===== src/hw/rtl/stbs_pkg.sv =====
package stbs_pkg;

  // Field widths fixed by the interface
  localparam int SLOT_W = 10;
  localparam int KEY_W  = 32;
  localparam int CNT_W  = 11;

  // Defaults for the top-level parameters
  localparam int DEPTH_DEF     = 1024;
  localparam int KEY_WIDTH_DEF = 32;

  // Command queue between front and back
  localparam int Q_DEPTH = 4;
  localparam int Q_PW    = $clog2(Q_DEPTH);

  typedef struct packed {
    logic                     action;
    logic [SLOT_W-1:0]        slot;
    logic signed [KEY_W-1:0]  key_value;
  } in_item_t;

  typedef struct packed {
    logic              found;
    logic [SLOT_W-1:0] position;
  } out_item_t;

  typedef enum logic {
    OP_LOAD  = 1'b0,
    OP_QUERY = 1'b1
  } op_t;

  typedef struct packed {
    op_t                      op;
    logic [SLOT_W-1:0]        slot;
    logic signed [KEY_W-1:0]  key;
  } cmd_t;

  typedef struct packed {
    logic empty;
    logic full;
  } q_stat_t;

  typedef struct packed {
    logic searching;
  } back_stat_t;

endpackage


===== src/hw/rtl/stbs_queue.sv =====
// Small command FIFO between front and back.
module stbs_queue (
  input  logic              clk,
  input  logic              rst_n,
  input  logic              push,
  input  stbs_pkg::cmd_t    push_cmd,
  input  logic              pop,
  output stbs_pkg::cmd_t    head,
  output stbs_pkg::q_stat_t q_stat
);

  stbs_pkg::cmd_t               entry_r [stbs_pkg::Q_DEPTH];
  logic [stbs_pkg::Q_PW-1:0]    wr_ptr_r, wr_ptr_nxt;
  logic [stbs_pkg::Q_PW-1:0]    rd_ptr_r, rd_ptr_nxt;
  logic [stbs_pkg::Q_PW:0]      cnt_r, cnt_nxt;
  logic                         do_push, do_pop;

  assign q_stat.empty = (cnt_r == '0);
  assign q_stat.full  = (cnt_r == (stbs_pkg::Q_PW + 1)'(stbs_pkg::Q_DEPTH));
  assign do_push      = push && !q_stat.full;
  assign do_pop       = pop && !q_stat.empty;
  assign head         = entry_r[rd_ptr_r];

  always_comb begin
    wr_ptr_nxt = do_push ? wr_ptr_r + 1'b1 : wr_ptr_r;
    rd_ptr_nxt = do_pop  ? rd_ptr_r + 1'b1 : rd_ptr_r;
    cnt_nxt    = cnt_r;
    case ({do_push, do_pop})
      2'b10:   cnt_nxt = cnt_r + 1'b1;
      2'b01:   cnt_nxt = cnt_r - 1'b1;
      default: cnt_nxt = cnt_r;
    endcase
  end

  always_ff @(posedge clk) begin
    if (!rst_n) begin
      wr_ptr_r <= '0;
      rd_ptr_r <= '0;
      cnt_r    <= '0;
    end else begin
      wr_ptr_r <= wr_ptr_nxt;
      rd_ptr_r <= rd_ptr_nxt;
      cnt_r    <= cnt_nxt;
    end
  end

  always_ff @(posedge clk) begin
    if (do_push) begin
      entry_r[wr_ptr_r] <= push_cmd;
    end
  end

endmodule


===== config.mk =====
export PLATFORM = sky130hd
export DESIGN_NAME = stbs_queue
export DESIGN_NICKNAME = d
export VERILOG_FILES = /design/src/hw/rtl/stbs_pkg.sv /design/src/hw/rtl/stbs_queue.sv
export SDC_FILE = /design/constraint.sdc
export NUM_CORES = 1
export LEC_CHECK = 0
export ABC_AREA = 0
export BUFFER_PORTS_ARGS = -buffer_cell sky130_fd_sc_hd__buf_2
export CAP_MARGIN = 15
export CELL_PAD_IN_SITES_DETAIL_PLACEMENT = 0
export CELL_PAD_IN_SITES_GLOBAL_PLACEMENT = 1
export CORE_MARGIN = 8
export CORE_UTILIZATION = 45
export CTS_CLUSTER_DIAMETER = 200
export CTS_CLUSTER_SIZE = 16
export DETAILED_ROUTE_END_ITERATION = 8
export GPL_ROUTABILITY_DRIVEN = 0
export GPL_TIMING_DRIVEN = 0
export PLACE_DENSITY = 0.85
export SYNTH_ARGS = -nofsm -noshare
export SYNTH_HDL_FRONTEND = slang
export SYNTH_SLANG_ARGS = --single-unit

===== constraint.sdc =====
create_clock -name clk -period 2.3 [get_ports clk]
set_clock_uncertainty 0.05 [all_clocks]
set_input_delay 0.345 -clock clk [delete_from_list [all_inputs] [get_ports clk]]
set_output_delay 0.345 -clock clk [all_outputs]
set_load 0.1 [all_outputs]

Word level (Yosys, flattened, before mapping)
Memory sizes are Yosys's and may differ from the RTL's. A register that Yosys moved wholly into a read port is not among the register bits.
Cells that the tools add are included.
{ "op_classes": {"n_mux": 5, "n_eq_ne": 3, "add_sub_neg": 4, "reduce_logical": 6} }
{ "ops": {"columns": ["op", "count"], "rows": [
  ["$pmux 3 s2", 1],
  ["$add 2x1->2 const B", 2],
  ["$mux 2", 2],
  ["$add 3x1->3 const B", 1],
  ["$eq 3x3->1 const B", 1],
  ["$logic_not 3->1", 1],
  ["$sub 3x1->3 const B", 1],
  ["$eq 2x1->1 const B", 1],
  ["$eq 2x2->1 const B", 1],
  ["$logic_and 1x1->1", 2],
  ["$logic_not 1->1", 2],
  ["$mux 1", 2],
  ["$reduce_bool 2->1", 1]
]} }
{ "word_totals": {"output_inout_bits": 45, "mem_count": 1, "word_cells": 22, "register_bits": 7, "ramBits": 172} }
{ "memory_table": {"columns": ["memory", "depth", "word_bits", "read_ports", "rd_clocked_by_memory_dff", "write_ports", "line_no", "source"], "rows": [
  ["entry_r", 4, 43, 1, 1, 1, "stbs_queue.sv:12", "stbs_pkg::cmd_t entry_r [stbs_pkg::Q_DEPTH];"]
]} }

Longest topological paths before layout
{ "logic_depth": {"depth_word": 5, "depth_mapped": 10, "depth_no_buf": 9} }

Worst setup path before layout
Ideal clock, no wire load.
{ "synth_timing": {"kind": "flip-flop to flip-flop", "startpoint": "register cnt_r[2] (netlist bit)", "endpoint": "register cnt_r[2] (netlist bit)", "slack_ps": -886, "arrival_ps": 3066, "synth_period_minus_slack_ps": 3186, "required_ps": 2180, "stages_incl_launch_ff": 11, "setup_ps": 70, "cell_sequence": "dfxtp_1 > nor3b_2 > nor2b_1 > buf_2 > inv_2 > ha_1 > inv_1 > fa_1 > xor2_1 > or3_1 > a21boi_1"} }
{ "synth_lines": {"columns": ["element", "line_no", "source"], "rows": [
  ["from (decl)", "stbs_queue.sv:15", "logic [stbs_pkg::Q_PW:0] cnt_r, cnt_nxt;"],
  ["from (signal assigned)", "stbs_queue.sv:43", "cnt_r <= cnt_nxt;"]
]} }

==> flow_summary.yaml <==
cells_and_area:
  layout_commonest_cell: "edfxtp_1"
  syn2layout_area_growth_pct: 23.9
  fill_cells: 1101
  final_nets: 444
  drive_gt1_frac: 0.460
  multi_input_area_mm2: 0.00128
  regArea_mm2: 0.00535
  design_area_mm2: 0.00835
  final_cells: 588
  diodes: 0
  final_cell_mix: "edfxtp_1 (172), buf_2 (50), mux4_2 (43)"
worst_setup_path:
  crit_required_ns: 1.90
  ff2ff_setup_slack_ns: 0.19
  worst-setup-path-type: "reg2out"
  cpPeakStageDelay_ns: 0.53
  start_kind: "register"
  worst_r2r_path_depth: 10
  reg2reg_to: "cnt_r[2]$_SDFFE_PN0P_"
  r2r-start: "cnt_r[2]$_SDFFE_PN0P_"
  cp-end-kind: "output port"
  cp_max_fo: 10
  cp_slowest_cell: "mux4_2"
  cp.arrival_ns: 1.84
  crit_chain: "buf_8 -> buf_12 -> mux4_2 -> buf_6"
clock_network:
  insertion_delay_ns: 0.42
  htree_levels: 4
  clkSlewWorstSetupHoldPaths_ns: 0.06
  cts_setup_buffers: 0
  max-clock-path-buffers: 2
  cts_tree: "built"
  cts_root_buf: "clkbuf_16"
  clock_sinks: 181
  numCtsBuffers: 17
floorplanning:
  fp.coreArea_mm2: 0.0146
  start_util: 0.462
  ios: 92
  rows: 44
  fp.dieArea_mm2: 0.0192
  die_w_um: 138
  dieHeight_um: 138
synthesis:
  synth_ff_type: "edfxtp_1"
  syn_area_per_cell_um2: 24.2
  postSynthRegisterBits: 181
  yosysSeqAreaShare: 0.793
  syn-cell-area_mm2: 0.00674
  synth-async-reset-ratio: 0
  synth_edf_count: 172
  syn_inst: 279
  synth_fp_nets: 332
  ys_types: 23
  ys_warn_count: 0
timing:
  fin_crit_sh: 0.970
  max_freq_ghz: 0.448
  setup_violations: 0
  worst_slew_pin_slew_ns: 0.549
  layout_min_cycle_time_ns: 2.23
  maxSlewHeadroom: 0.634
  worst_slack_ns: 0.0690
  final_hold_viol_count: 0
  whs_ns: 0.0893
  finalMaxSlewViolations: 0
  rsz0062_at_grt: "yes"
placement:
  place_area_mm2: 0.00754
  dp_hpwl_mm: 7.75
  port-buffer-count: 90
  place_ws_ns: 0.198
  dp.cells: 557
worst_hold_path:
  min_to: "entry_r[1][17]$_DFFE_PP_"
  holdPathStages: 1
  min-delay-start: "push_cmd[17]"
  hold_class: "in2reg"
global_routing:
  grt_util_met1: 0.155
  grt_pass1_wl_mm: 18.8
  grtUsageMet2: 0.211
  grt_pass1_vias: 3353
  grt_max_degree: 29
  grt_use_total: 0.130
  antenna_found_initial: 1
  grt_remaining_overflow: 0
  gr-max-usage-layer: "met2"
  grt_util_met3: 0.0517
power:
  pwr-share-comb: 0.415
  clockPowerShare: 0.232
  p_sw_uw: 4630
  p_int_uw: 6990
  netSwitchingFraction: 0.399
  finalPower_uw: 11600
  p_leak_uw: 0.00282
  p_per_area_mw_per_mm2: 1390
  p_seq_frac: 0.353
  ir_drop_mv: 1.11
drt:
  firstDrtPassIters: 4
  route.vias.total: 3116
  ant_nets: 0
  routedWlPerCell_um: 20.6
  vias_per_cell: 5.30
  dr.first_iter.drc_count: 176
  drc: 0
  drt_wl_total_mm: 12.1
flow_run:
  max_cap_violations: 0
status:
  status: "finished clean"
==> cells in the mapped netlist (2+ instances only) <==
cell      instances  area, um2
dfxtp_1           9        180
o21ai_0           5       25.0
inv_1             5       18.8
ha_1              5       62.6
buf_2             5       25.0
buf_12            4       80.1
mux4_2           43        968
mux2i_1           2       20.0
and2_1            6       37.5
or3_1             2       12.5
edfxtp_1        172       5160
clkbuf_1          2       7.51
nand2_1           7       26.3
a21boi_1          2       15.0
nor2b_1           2       12.5
==> critical path, delay by kind of cell, from the launching register on <==
kind                   cells  cell delay, ns
buffers and inverters      3            0.54
DFF                        1            0.34
muxes                      1            0.53
==> metal layers <==
| layer | vias to the layer above | part of all wire |
|---|---|---|
| met2 | 76 | 0.50 |
| met1 | 1633 | 0.43 |
| met3 | 16 | 0.052 |
| met5 | - | 0.0011 |
| li1 | 1389 | - |
| met4 | 2 | 0.013 |
==> area by class of cell <==
type                            count  area share
Multi-Input combinational cell     80       0.154
Inverter                            6     0.00270
Tap cell                          184      0.0276
Clock buffer                       20      0.0523
Clock inverter                     12      0.0135
Buffer                             11      0.0163
Timing Repair Buffer               94      0.0935
Sequential cell                   181       0.641
==> timing repair <==
action	in CTS	in global routing
hold endpoints to repair	0	0
hold buffers	0	0
endpoints found under the setup margin	40	40
pin swaps	0	0
resized for setup	59	26
==> worst max-delay path by stage <==
stage	start	end	slack [ns]	cells after the start
2_1_floorplan	cnt_r[0]$_SDFFE_PN0P_	cnt_r[2]$_SDFFE_PN0P_	-0.42	10
5_1_grt	register	head[38]	-0.02	4
3_3_place_gp	cnt_r[2]$_SDFFE_PN0P_	entry_r[0][37]$_DFFE_PP_	0.06	4
6_report	register	head[39]	0.07	4
3_5_place_dp	register	head[3]	0.20	4
4_1_cts	register	head[20]	0.004	4
==> power groups by stage <==
stage / clock (uW) / sequential, uW / combinational (uW)
2_1_floorplan: 0 / 4130 / 3750
3_3_place_gp: 0 / 4150 / 4370
3_5_place_dp: 0 / 4160 / 4450
4_1_cts: 2760 / 4100 / 4730
5_1_grt: 2880 / 4130 / 5020
6_report: 2690 / 4100 / 4830
==> through the flow <==
| step | TNS (ns) | utilization |
|---|---|---|
| after floorplan | -6.60 | - |
| after global placement | 0 | 0.512 |
| after detailed placement | 0 | 0.517 |
| after CTS | 0 | 0.566 |
| after global routing | -0.169 | 0.573 |
| final | 0 | 0.573 |
==> registers in the layout, summed over array words and instances, names as in the netlist, named ones only <==
name and count:
entry_r 172, cnt_r 3, rd_ptr_r 2, wr_ptr_r 2
==> cell families after synthesis <==
group           after synthesis  synth area share
compound gates                7           0.00594
xor+xnor                      2           0.00260
fa+ha+maj                     6            0.0122
buf+inv                      18            0.0217
flops                       181             0.793
mux                          45             0.147
simple gates                 20            0.0182
No activity file was read; power rests on OpenSTA's default activity.
